==> config.mk <==
export PLATFORM = sky130hd
export DESIGN_NAME = tex_math_lexer
export DESIGN_NICKNAME = d
export VERILOG_FILES = /design/src/hw/rtl/tml_pkg.sv /design/src/hw/rtl/tex_math_lexer.sv /design/src/hw/rtl/tml_step.sv
export SDC_FILE = /design/constraint.sdc
export NUM_CORES = 1
export LEC_CHECK = 0
export ABC_AREA = 0
export BUFFER_PORTS_ARGS = -buffer_cell sky130_fd_sc_hd__clkbuf_2
export CORE_MARGIN = 2
export CORE_UTILIZATION = 35
export DETAILED_ROUTE_END_ITERATION = 12
export PLACE_DENSITY = 0.53
export REMOVE_ABC_BUFFERS = 1
export SYNTH_ARGS = -nofsm -noshare
export SYNTH_HDL_FRONTEND = slang
export SYNTH_SLANG_ARGS = --single-unit
==> constraint.sdc <==
create_clock -name clk -period 8.4 [get_ports clk]
set_input_delay 0.84 -clock clk [delete_from_list [all_inputs] [get_ports clk]]
set_output_delay 0.84 -clock clk [all_outputs]
set_load 0.1 [all_outputs]
==> src/hw/rtl/tml_pkg.sv <==
// Shared types, codes and character classes of the TeX math lexer.
package tml_pkg;

  localparam int POSITION_BITS_DEF = 32;
  localparam int LENGTH_BITS_DEF   = 16;
  localparam int MAX_RESULTS       = 3;
  localparam int CANDIDATES        = 5;

  typedef enum logic [3:0] {
    KIND_SPACE   = 4'd0,
    KIND_CMD     = 4'd1,
    KIND_OTHER   = 4'd2,
    KIND_LBRACE  = 4'd3,
    KIND_RBRACE  = 4'd4,
    KIND_LBRACK  = 4'd5,
    KIND_RBRACK  = 4'd6,
    KIND_COMMENT = 4'd7,
    KIND_DOLLAR  = 4'd8,
    KIND_DDOLLAR = 4'd9,
    KIND_AMP     = 4'd10,
    KIND_SUB     = 4'd11,
    KIND_SUP     = 4'd12,
    KIND_ALNUM   = 4'd13
  } kind_t;

  typedef enum logic [3:0] {
    MODE_IDLE,
    MODE_SPACE,
    MODE_BSLASH,
    MODE_NAME,
    MODE_CHAR_DEC,
    MODE_CHAR_QUOTE,
    MODE_CHAR_HEX,
    MODE_COMMENT,
    MODE_DOLLAR,
    MODE_ALNUM
  } mode_t;

  typedef struct packed {
    mode_t      mode;
    logic [2:0] prog;
    logic       after_cmd;
    logic       stopped;
  } ctl_t;

  localparam logic [7:0] CH_NUL    = 8'h00;
  localparam logic [7:0] CH_TAB    = 8'h09;
  localparam logic [7:0] CH_LF     = 8'h0A;
  localparam logic [7:0] CH_CR     = 8'h0D;
  localparam logic [7:0] CH_SP     = 8'h20;
  localparam logic [7:0] CH_QUOTE  = 8'h22;
  localparam logic [7:0] CH_DOLLAR = 8'h24;
  localparam logic [7:0] CH_PCT    = 8'h25;
  localparam logic [7:0] CH_AMP    = 8'h26;
  localparam logic [7:0] CH_LBRACK = 8'h5B;
  localparam logic [7:0] CH_BSLASH = 8'h5C;
  localparam logic [7:0] CH_RBRACK = 8'h5D;
  localparam logic [7:0] CH_CARET  = 8'h5E;
  localparam logic [7:0] CH_UNDER  = 8'h5F;
  localparam logic [7:0] CH_LOW_A  = 8'h61;
  localparam logic [7:0] CH_LOW_C  = 8'h63;
  localparam logic [7:0] CH_LOW_H  = 8'h68;
  localparam logic [7:0] CH_LOW_R  = 8'h72;
  localparam logic [7:0] CH_LBRACE = 8'h7B;
  localparam logic [7:0] CH_RBRACE = 8'h7D;

  function automatic logic is_digit(input logic [7:0] b);
    return b >= 8'h30 && b <= 8'h39;
  endfunction

  function automatic logic is_alpha(input logic [7:0] b);
    return (b >= 8'h61 && b <= 8'h7A) || (b >= 8'h41 && b <= 8'h5A);
  endfunction

  function automatic logic is_alnum(input logic [7:0] b);
    return is_digit(b) || is_alpha(b);
  endfunction

  function automatic logic is_hex(input logic [7:0] b);
    return is_digit(b) || (b >= 8'h61 && b <= 8'h66) || (b >= 8'h41 && b <= 8'h46);
  endfunction

  function automatic logic is_space(input logic [7:0] b);
    return b == CH_SP || b == CH_TAB || b == CH_LF || b == CH_CR;
  endfunction

  function automatic logic is_escaped(input logic [7:0] b);
    return b == CH_DOLLAR || b == CH_PCT || b == CH_AMP || b == CH_UNDER ||
           b == CH_LBRACE || b == CH_RBRACE;
  endfunction

  function automatic logic is_symbol(input logic [7:0] b);
    logic r;
    case (b)
      8'h20, 8'h2C, 8'h3A, 8'h3B, 8'h21, 8'h3E, 8'h2E, 8'h5E, 8'h27,
      8'h7E, 8'h60, 8'h3D, 8'h22, 8'h5B, 8'h5D, 8'h5C, 8'h7C: r = 1'b1;
      default: r = 1'b0;
    endcase
    return r;
  endfunction

  function automatic kind_t single_kind(input logic [7:0] b);
    kind_t k;
    case (b)
      CH_LBRACE: k = KIND_LBRACE;
      CH_RBRACE: k = KIND_RBRACE;
      CH_LBRACK: k = KIND_LBRACK;
      CH_RBRACK: k = KIND_RBRACK;
      CH_AMP:    k = KIND_AMP;
      CH_UNDER:  k = KIND_SUB;
      CH_CARET:  k = KIND_SUP;
      default:   k = KIND_OTHER;
    endcase
    return k;
  endfunction

endpackage

==> src/hw/rtl/tex_math_lexer.sv <==
// TeX math lexer top level: input register, lexer state and token buffer.
//
// Input channel: in_valid / in_stall carry text_byte and end_of_text, one
// text byte per word. Output channel: out_valid / out_stall carry one token
// per word (token_kind, token_start, token_length, orphan_error,
// last_of_run). A byte yields zero to three tokens; last_of_run marks the
// final token of a byte.
// A byte is taken into the input register; the lexer state logic turns it
// into tokens that are written to the token buffer and read out from it.
// Throughput: one byte per cycle while each byte yields at most one token
// and out_stall is low; a byte that yields more holds the next byte back
// until its last token is taken. Space tokens are held until the next
// byte is seen, so they come out with that byte.
// Reset (rst, synchronous) empties both stages and starts a new text at
// offset 0. When the receiver stalls, the token buffer holds and the input
// register holds its byte; in_stall rises only while that byte waits.
module tex_math_lexer #(
  parameter int POSITION_BITS = tml_pkg::POSITION_BITS_DEF,
  parameter int LENGTH_BITS   = tml_pkg::LENGTH_BITS_DEF
) (
  input  logic                     clk,
  input  logic                     rst,
  input  logic                     in_valid,
  output logic                     in_stall,
  input  logic [7:0]               text_byte,
  input  logic                     end_of_text,
  output logic                     out_valid,
  input  logic                     out_stall,
  output tml_pkg::kind_t           token_kind,
  output logic [POSITION_BITS-1:0] token_start,
  output logic [LENGTH_BITS-1:0]   token_length,
  output logic                     orphan_error,
  output logic                     last_of_run
);
  import tml_pkg::*;

  logic                     iv;
  logic [7:0]               ib;
  logic                     ie;

  ctl_t                     ctl;
  logic [POSITION_BITS-1:0] start;
  logic [LENGTH_BITS-1:0]   space_len;
  logic [POSITION_BITS-1:0] pos;

  ctl_t                     ctl_next;
  logic [POSITION_BITS-1:0] start_next;
  logic [LENGTH_BITS-1:0]   space_len_next;
  logic [POSITION_BITS-1:0] pos_next;
  logic [1:0]               step_count;
  kind_t                    step_kind  [MAX_RESULTS];
  logic [POSITION_BITS-1:0] step_start [MAX_RESULTS];
  logic [LENGTH_BITS-1:0]   step_len   [MAX_RESULTS];
  logic                     step_err   [MAX_RESULTS];

  kind_t                    ob_kind  [MAX_RESULTS];
  logic [POSITION_BITS-1:0] ob_start [MAX_RESULTS];
  logic [LENGTH_BITS-1:0]   ob_len   [MAX_RESULTS];
  logic                     ob_err   [MAX_RESULTS];
  logic [1:0]               ocnt;
  logic [1:0]               oidx;
  logic [1:0]               sel;

  logic out_take;
  logic consume;

  tml_step #(
    .POSITION_BITS(POSITION_BITS),
    .LENGTH_BITS  (LENGTH_BITS)
  ) u_step (
    .cur_ctl       (ctl),
    .cur_start     (start),
    .cur_space_len (space_len),
    .cur_pos       (pos),
    .text_byte     (ib),
    .end_of_text   (ie),
    .next_ctl      (ctl_next),
    .next_start    (start_next),
    .next_space_len(space_len_next),
    .next_pos      (pos_next),
    .res_count     (step_count),
    .res_kind      (step_kind),
    .res_start     (step_start),
    .res_len       (step_len),
    .res_err       (step_err)
  );

  assign out_valid = (oidx != ocnt);
  assign out_take  = out_valid && !out_stall;
  assign consume   = iv && ((oidx == ocnt) || (out_take && (oidx + 2'd1 == ocnt)));
  assign in_stall  = iv && !consume;

  assign sel          = (oidx == 2'd3) ? 2'd0 : oidx;
  assign token_kind   = ob_kind[sel];
  assign token_start  = ob_start[sel];
  assign token_length = ob_len[sel];
  assign orphan_error = ob_err[sel];
  assign last_of_run  = (oidx + 2'd1 == ocnt);

  always_ff @(posedge clk) begin
    if (rst) begin
      iv <= 1'b0;
    end else if (in_valid && !in_stall) begin
      iv <= 1'b1;
    end else if (consume) begin
      iv <= 1'b0;
    end
  end

  always_ff @(posedge clk) begin
    if (in_valid && !in_stall) begin
      ib <= text_byte;
      ie <= end_of_text;
    end
  end

  always_ff @(posedge clk) begin
    if (rst) begin
      ctl       <= '{mode: MODE_IDLE, prog: '0, after_cmd: 1'b0, stopped: 1'b0};
      start     <= '0;
      space_len <= '0;
      pos       <= '0;
      ocnt      <= '0;
      oidx      <= '0;
    end else if (consume) begin
      ctl       <= ctl_next;
      start     <= start_next;
      space_len <= space_len_next;
      pos       <= pos_next;
      ocnt      <= step_count;
      oidx      <= '0;
    end else if (out_take) begin
      oidx      <= oidx + 2'd1;
    end
  end

  always_ff @(posedge clk) begin
    if (consume) begin
      ob_kind  <= step_kind;
      ob_start <= step_start;
      ob_len   <= step_len;
      ob_err   <= step_err;
    end
  end

endmodule

==> src/hw/rtl/tml_step.sv <==
// Next-state and token logic for one text byte of the lexer.
module tml_step #(
  parameter int POSITION_BITS = tml_pkg::POSITION_BITS_DEF,
  parameter int LENGTH_BITS   = tml_pkg::LENGTH_BITS_DEF
) (
  input  tml_pkg::ctl_t             cur_ctl,
  input  logic [POSITION_BITS-1:0]  cur_start,
  input  logic [LENGTH_BITS-1:0]    cur_space_len,
  input  logic [POSITION_BITS-1:0]  cur_pos,
  input  logic [7:0]                text_byte,
  input  logic                      end_of_text,
  output tml_pkg::ctl_t             next_ctl,
  output logic [POSITION_BITS-1:0]  next_start,
  output logic [LENGTH_BITS-1:0]    next_space_len,
  output logic [POSITION_BITS-1:0]  next_pos,
  output logic [1:0]                res_count,
  output tml_pkg::kind_t            res_kind  [tml_pkg::MAX_RESULTS],
  output logic [POSITION_BITS-1:0]  res_start [tml_pkg::MAX_RESULTS],
  output logic [LENGTH_BITS-1:0]    res_len   [tml_pkg::MAX_RESULTS],
  output logic                      res_err   [tml_pkg::MAX_RESULTS]
);
  import tml_pkg::*;

  localparam int P = POSITION_BITS;
  localparam int L = LENGTH_BITS;
  localparam logic [L-1:0] LMAX = {L{1'b1}};

  function automatic logic [L-1:0] span(input logic [P-1:0] s, input logic [P-1:0] e);
    logic [P-1:0]   d;
    logic [P+L-1:0] dw;
    d  = e - s;
    dw = {{L{1'b0}}, d};
    if (dw > {{P{1'b0}}, LMAX}) return LMAX;
    return dw[L-1:0];
  endfunction

  logic             cv [CANDIDATES];
  kind_t            ck [CANDIDATES];
  logic [P-1:0]     cs [CANDIDATES];
  logic [L-1:0]     cl [CANDIDATES];
  logic             ce [CANDIDATES];

  ctl_t         c;
  logic [P-1:0] st;
  logic [L-1:0] hl;
  logic [L-1:0] sl;
  logic [P-1:0] nxt;
  logic [P-1:0] fpos;
  logic         do_begin;
  logic [1:0]   n;
  logic [7:0]   b;

  always_comb begin
    c        = cur_ctl;
    st       = cur_start;
    hl       = cur_space_len;
    next_pos = cur_pos;
    b        = text_byte;
    nxt      = cur_pos + P'(1);
    fpos     = (b == CH_NUL) ? cur_pos : nxt;
    do_begin = 1'b0;
    sl       = '0;
    for (int i = 0; i < CANDIDATES; i++) begin
      cv[i] = 1'b0;
      ck[i] = KIND_SPACE;
      cs[i] = '0;
      cl[i] = '0;
      ce[i] = 1'b0;
    end

    if (!cur_ctl.stopped) begin
      // close or extend the open token
      if (b != CH_NUL) begin
        unique case (c.mode)
          MODE_SPACE: begin
            if (is_space(b)) begin
              if (b != CH_CR && hl < LMAX) hl = hl + L'(1);
            end else begin
              sl = hl;
              if (sl != '0 && cur_ctl.after_cmd && is_alnum(b)) sl = sl - L'(1);
              if (sl != '0) begin
                cv[0] = 1'b1; ck[0] = KIND_SPACE; cs[0] = st; cl[0] = sl;
              end
              hl = '0;
              c.mode = MODE_IDLE; c.prog = '0;
              do_begin = 1'b1;
            end
          end
          MODE_BSLASH: begin
            if (is_escaped(b)) begin
              cv[0] = 1'b1; ck[0] = KIND_OTHER; cs[0] = st; cl[0] = span(st, nxt);
              c.mode = MODE_IDLE; c.prog = '0;
            end else if (is_symbol(b)) begin
              cv[0] = 1'b1; ck[0] = KIND_CMD; cs[0] = st; cl[0] = span(st, nxt);
              c.mode = MODE_IDLE; c.prog = '0;
            end else if (is_alnum(b)) begin
              c.mode = MODE_NAME;
              c.prog = (b == CH_LOW_C) ? 3'd1 : 3'd0;
            end else begin
              cv[0] = 1'b1; ck[0] = KIND_CMD; cs[0] = st; cl[0] = span(st, cur_pos);
              c.mode = MODE_IDLE; c.prog = '0;
              do_begin = 1'b1;
            end
          end
          MODE_NAME: begin
            if ((c.prog == 3'd1 && b == CH_LOW_H) || (c.prog == 3'd2 && b == CH_LOW_A) ||
                (c.prog == 3'd3 && b == CH_LOW_R)) begin
              c.prog = c.prog + 3'd1;
            end else if (c.prog == 3'd4 && is_digit(b)) begin
              c.mode = MODE_CHAR_DEC;
            end else if (c.prog == 3'd4 && b == CH_QUOTE) begin
              c.mode = MODE_CHAR_QUOTE;
            end else if (is_alnum(b)) begin
              c.prog = '0;
            end else begin
              cv[0] = 1'b1; ck[0] = KIND_CMD; cs[0] = st; cl[0] = span(st, cur_pos);
              c.mode = MODE_IDLE; c.prog = '0;
              do_begin = 1'b1;
            end
          end
          MODE_CHAR_DEC, MODE_CHAR_HEX: begin
            if (!((c.mode == MODE_CHAR_DEC) ? is_digit(b) : is_hex(b))) begin
              cv[0] = 1'b1; ck[0] = KIND_CMD; cs[0] = st; cl[0] = span(st, cur_pos);
              c.mode = MODE_IDLE; c.prog = '0;
              do_begin = 1'b1;
            end
          end
          MODE_CHAR_QUOTE: begin
            if (is_hex(b)) begin
              c.mode = MODE_CHAR_HEX;
            end else begin
              cv[0] = 1'b1; ck[0] = KIND_CMD;   cs[0] = st;        cl[0] = L'(5);
              cv[1] = 1'b1; ck[1] = KIND_OTHER; cs[1] = st + P'(5); cl[1] = L'(1);
              c.mode = MODE_IDLE; c.prog = '0;
              do_begin = 1'b1;
            end
          end
          MODE_COMMENT: begin
            if (b == CH_LF) begin
              cv[0] = 1'b1; ck[0] = KIND_COMMENT; cs[0] = st; cl[0] = span(st, nxt);
              c.mode = MODE_IDLE; c.prog = '0;
            end
          end
          MODE_DOLLAR: begin
            cv[0] = 1'b1; cs[0] = st;
            c.mode = MODE_IDLE; c.prog = '0;
            if (b == CH_DOLLAR) begin
              ck[0] = KIND_DDOLLAR; cl[0] = span(st, nxt);
            end else begin
              ck[0] = KIND_DOLLAR; cl[0] = L'(1);
              do_begin = 1'b1;
            end
          end
          MODE_ALNUM: begin
            if (!is_alnum(b)) begin
              cv[0] = 1'b1; ck[0] = KIND_ALNUM; cs[0] = st; cl[0] = span(st, cur_pos);
              c.mode = MODE_IDLE; c.prog = '0;
              do_begin = 1'b1;
            end
          end
          default: begin
            c.mode = MODE_IDLE; c.prog = '0;
            do_begin = 1'b1;
          end
        endcase

        // open a new token at this byte
        if (do_begin) begin
          priority if (is_space(b)) begin
            c.mode = MODE_SPACE; st = cur_pos;
            hl = (b != CH_CR) ? L'(1) : '0;
          end else if (b == CH_BSLASH) begin
            c.mode = MODE_BSLASH; st = cur_pos;
          end else if (b == CH_PCT) begin
            c.mode = MODE_COMMENT; st = cur_pos;
          end else if (b == CH_DOLLAR) begin
            c.mode = MODE_DOLLAR; st = cur_pos;
          end else if (is_alnum(b)) begin
            c.mode = MODE_ALNUM; st = cur_pos;
          end else begin
            cv[2] = 1'b1; ck[2] = single_kind(b); cs[2] = cur_pos; cl[2] = L'(1);
            c.mode = MODE_IDLE; c.prog = '0;
          end
        end
      end

      // end of text or a NUL byte: flush what is open
      if (b == CH_NUL || end_of_text) begin
        unique case (c.mode)
          MODE_BSLASH: begin
            cv[3] = 1'b1; ck[3] = KIND_CMD; cs[3] = st; cl[3] = '0; ce[3] = 1'b1;
          end
          MODE_NAME, MODE_CHAR_DEC, MODE_CHAR_HEX: begin
            cv[3] = 1'b1; ck[3] = KIND_CMD; cs[3] = st; cl[3] = span(st, fpos);
          end
          MODE_CHAR_QUOTE: begin
            cv[3] = 1'b1; ck[3] = KIND_CMD;   cs[3] = st;        cl[3] = L'(5);
            cv[4] = 1'b1; ck[4] = KIND_OTHER; cs[4] = st + P'(5); cl[4] = L'(1);
          end
          MODE_COMMENT: begin
            cv[3] = 1'b1; ck[3] = KIND_COMMENT; cs[3] = st; cl[3] = span(st, fpos);
          end
          MODE_DOLLAR: begin
            cv[3] = 1'b1; ck[3] = KIND_DOLLAR; cs[3] = st; cl[3] = L'(1);
          end
          MODE_ALNUM: begin
            cv[3] = 1'b1; ck[3] = KIND_ALNUM; cs[3] = st; cl[3] = span(st, fpos);
          end
          default: ;
        endcase
        hl = '0;
        c.mode = MODE_IDLE; c.prog = '0;
      end

      if (b == CH_NUL && !end_of_text) c.stopped = 1'b1;
      if (b != CH_NUL && !end_of_text) next_pos = nxt;
    end

    // pack emitted words in order
    n = '0;
    for (int i = 0; i < MAX_RESULTS; i++) begin
      res_kind[i]  = KIND_SPACE;
      res_start[i] = '0;
      res_len[i]   = '0;
      res_err[i]   = 1'b0;
    end
    for (int i = 0; i < CANDIDATES; i++) begin
      if (cv[i]) begin
        if (n != 2'd3) begin
          res_kind[n]  = ck[i];
          res_start[n] = cs[i];
          res_len[n]   = cl[i];
          res_err[n]   = ce[i];
          n = n + 2'd1;
        end
        c.after_cmd = (ck[i] == KIND_CMD);
      end
    end
    res_count = n;

    if (end_of_text) begin
      c        = '{mode: MODE_IDLE, prog: '0, after_cmd: 1'b0, stopped: 1'b0};
      st       = '0;
      hl       = '0;
      next_pos = '0;
    end

    next_ctl       = c;
    next_start     = st;
    next_space_len = hl;
  end

endmodule
==> impl_metrics.env <==
export IMPL_stdcell_area_mm2=0.02618
export IMPL_yosys_warnings=0
export IMPL_grt_start_max_net_pins=170
export IMPL_hold_class="input pin to flip-flop"
export IMPL_n_antenna_cell=0
export IMPL_grt_pass1_wl_um=142700
export IMPL_clockRootBuffer="clkbuf_16"
export IMPL_slew_headroom=0.1634
export IMPL_drt_wl_total_um=94800
export IMPL_path_clk_slew_ns=0.06
export IMPL_arrival_ns=8.18
export IMPL_die_x_um=263.2
export IMPL_ir_worst_vdd_mv=0.3890
export IMPL_gp_congestion=1.001
export IMPL_ys_top_cells_by_count="344 x nor2_1, 281 x nand2_1, 258 x a21oi_1, 194 x clkbuf_1, 194 x o21ai_0"
export IMPL_viasPerCell=6.218
export IMPL_die_h_um=263.2
export IMPL_cts_max_level=2
export IMPL_ctsResizeCount=0
export IMPL_cp_slowest_stage_delay_ns=0.70
export IMPL_outcome="finished, final reports clean"
export IMPL_hold_violations=0
export IMPL_die_area_mm2=0.06930
export IMPL_ys_ff_latch=262
export IMPL_worstPathRequired_ns=8.69
export IMPL_clock_latency_ns=0.56
export IMPL_fin_crit_sh=0.9392
export IMPL_end_kind="flip-flop"
export IMPL_port_buffers=68
export IMPL_yosysMostFrequentCell="nor2_1"
export IMPL_nets=3138
export IMPL_placed_area_mm2=0.02495
export IMPL_min_path_cells=1
export IMPL_start_kind="flip-flop"
export IMPL_drt_iter0_markers=2700
export IMPL_pin_count=69
export IMPL_synthArstFlopShare=0
export IMPL_gr_total_overflow=0
export IMPL_drtPass1Iterations=5
export IMPL_setup_viol=0
export IMPL_max_clock_freq_ghz=0.1268
export IMPL_syn_area_mm2=0.02352
export IMPL_drive_gt1_frac=0.09533
export IMPL_synth_top_area_cell="edfxtp_1"
export IMPL_drc=0
export IMPL_worst_pin_slew_ns=1.255
export IMPL_cap_violations=0
export IMPL_yosys_top_cells_area="edfxtp_1 21%, dfxtp_1 8.0%, ha_1 5.7%"
export IMPL_fin_hold_ws_ns=0.4655
export IMPL_grt_pass1_vias=22990
export IMPL_critPathSlowestCell="or4_1"
export IMPL_rsz0062_at_grt="false"
export IMPL_final_min_clock_period_ns=7.889
export IMPL_numCtsBuffers=34
export IMPL_fillCellCount=6854
export IMPL_dp_hpwl_um=68710
export IMPL_clock_sinks=262
export IMPL_synth_top_flop_cell="edfxtp_1"
export IMPL_ff2ff_setup_slack_ns=0.51
export IMPL_path_class="flip-flop to flip-flop"
export IMPL_synth_edff_count=168
export IMPL_areaGrowthSynthToFinish_pct=11.28
export IMPL_power_leakage_nw=10.00
export IMPL_grt_usage=0.2648
export IMPL_cts_tree="yes"
export IMPL_worst_path_dominant_cell_family="compound AO/OA/AOI/OAI gates"
export IMPL_synth_top_area_share=0.2145
export IMPL_clk_path_buf_depth=3
export IMPL_netlist_instances=3033
export IMPL_synth_area_per_cell_um2=7.756
export IMPL_final_max_slew_viol_count=0
export IMPL_skew_ns=0.01296
export IMPL_grt_antenna_before_repair=0
export IMPL_holdCritStartpoint="end_of_text"
export IMPL_ant_nets=0
export IMPL_yosysSeqAreaShare=0.2945
export IMPL_r2r_start="ib[6]"
export IMPL_hold_end="ie"
export IMPL_cp_num_buf_inv=2
export IMPL_synth_distinct_cells=87
export IMPL_vias=24340
export IMPL_r2r_end="ob_len[32]"
export IMPL_reg2regPathDepth=26
export IMPL_rows=95
export IMPL_worstPathMaxFanout=17
export IMPL_initial_core_util=0.3521
export IMPL_core_area_mm2=0.06680
export IMPL_wire_per_inst_um=24.21
export IMPL_powerDensity_mw_per_mm2=265.9
==> cell families (layout without fill, tap and decap cells) <==
| group | after synthesis | count (layout) | synth area share |
|---|---|---|---|
| and+or+nand+nor | 1164 | 1164 | 0.2398 |
| buffers and inverters | 318 | 327 | 0.05165 |
| DFF | 262 | 262 | 0.2945 |
| AOI/OAI and AO/OA | 929 | 929 | 0.2573 |
| muxes | 78 | 78 | 0.03367 |
| adders and majority gates | 110 | 110 | 0.05904 |
| xor gates and xnor gates | 172 | 172 | 0.06404 |
==> repair_timing <==
item                                   in CTS  in global routing
endpoints found under the hold margin       0                  0
setup endpoints to repair                   0                  2
buffers inserted                            0                  4
hold buffers                                0                  0
==> state kept, by name, indices dropped and copies added, names as in the netlist <==
signal,count
ctl,9
ib,8
ie,1
iv,1
ob_err,3
ob_kind,12
ob_len,48
ob_start,96
ocnt,2
oidx,2
pos,32
space_len,16
start,32
==> worst max path at each step <==
stage                     startpoint  slack [ns]  depth (start not counted)       endpoint
after CTS                      ib[1]        0.56                         22   ob_start[65]
after global routing           ib[6]       0.007                         26     ob_len[32]
after detailed placement       ib[1]        0.60                         22   ob_start[65]
after floorplan              oidx[0]       -9.76                         10  space_len[13]
after global placement         ib[1]        0.72                         22   ob_start[65]
final                          ib[6]        0.51                         26     ob_len[32]
==> layout by cell type, fill, tap and decap left out, drive strengths merged, types with 12 or more instances in the layout <==
cell type,n
and3,43
nand2,281
edfxtp,168
a21o,65
buf,97
a22oi,32
a21oi,258
a221oi,25
or2,19
o31ai,14
dfxtp,94
a311oi,18
ha,107
nor4,28
inv,100
nand3,91
o22ai,32
nor3,124
nor2,344
o21ai,209
nor3b,12
clkinv,15
a22o,26
or3,24
o221ai,33
mux2i,69
o21a,16
clkbuf,106
nor2b,28
and2,40
nand4,36
a211oi,33
o211ai,24
a211o,13
a31oi,31
nand2b,31
xnor2,109
xor2,63
nand3b,16
a2111oi,15
==> final cells by class <==
| type | count | area [um^2] | area share |
|---|---|---|---|
| Tap cell | 873 | 1092 | 0.04173 |
| Timing Repair Buffer | 164 | 1089 | 0.04159 |
| Sequential cell | 262 | 6927 | 0.2646 |
| Multi-Input combinational cell | 2453 | 15500 | 0.5920 |
| Clock inverter | 23 | 259.0 | 0.009895 |
| Inverter | 101 | 379.1 | 0.01448 |
| Clock buffer | 39 | 933.4 | 0.03566 |
==> power breakdown <==
group          internal [mW]  total, mW  switching [mW]
Combinational          0.658       3.62            2.96
Sequential              1.68       1.77          0.0872
Clock                  0.956       1.58           0.620
Total                   3.29       6.96            3.66
==> metal layers <==
layer | vias up | track usage | routed length [um]
met5 | - | 0 | 0
met4 | 0 | 0.1067 | 3701
met3 | 185 | 0.03770 | 7473
met2 | 1171 | 0.4176 | 42310
met1 | 11800 | 0.3639 | 41310
li1 | 11190 | - | -
==> through the flow <==
step                      setup TNS, ns  setup slack (ns)  std cells  utilization  total power [mW]
after global placement                0            0.7193       3849       0.3735             5.369
after CTS                             0            0.5598       3911       0.3914             6.989
after floorplan                 -899.99            -9.763       2816            -             4.535
after detailed placement              0            0.5957       3849       0.3735             5.398
after global routing                  0          0.006668       3915       0.3918             7.233
final                                 0            0.5107       3915       0.3918             6.959
No activity file was read; power rests on OpenSTA's default activity.
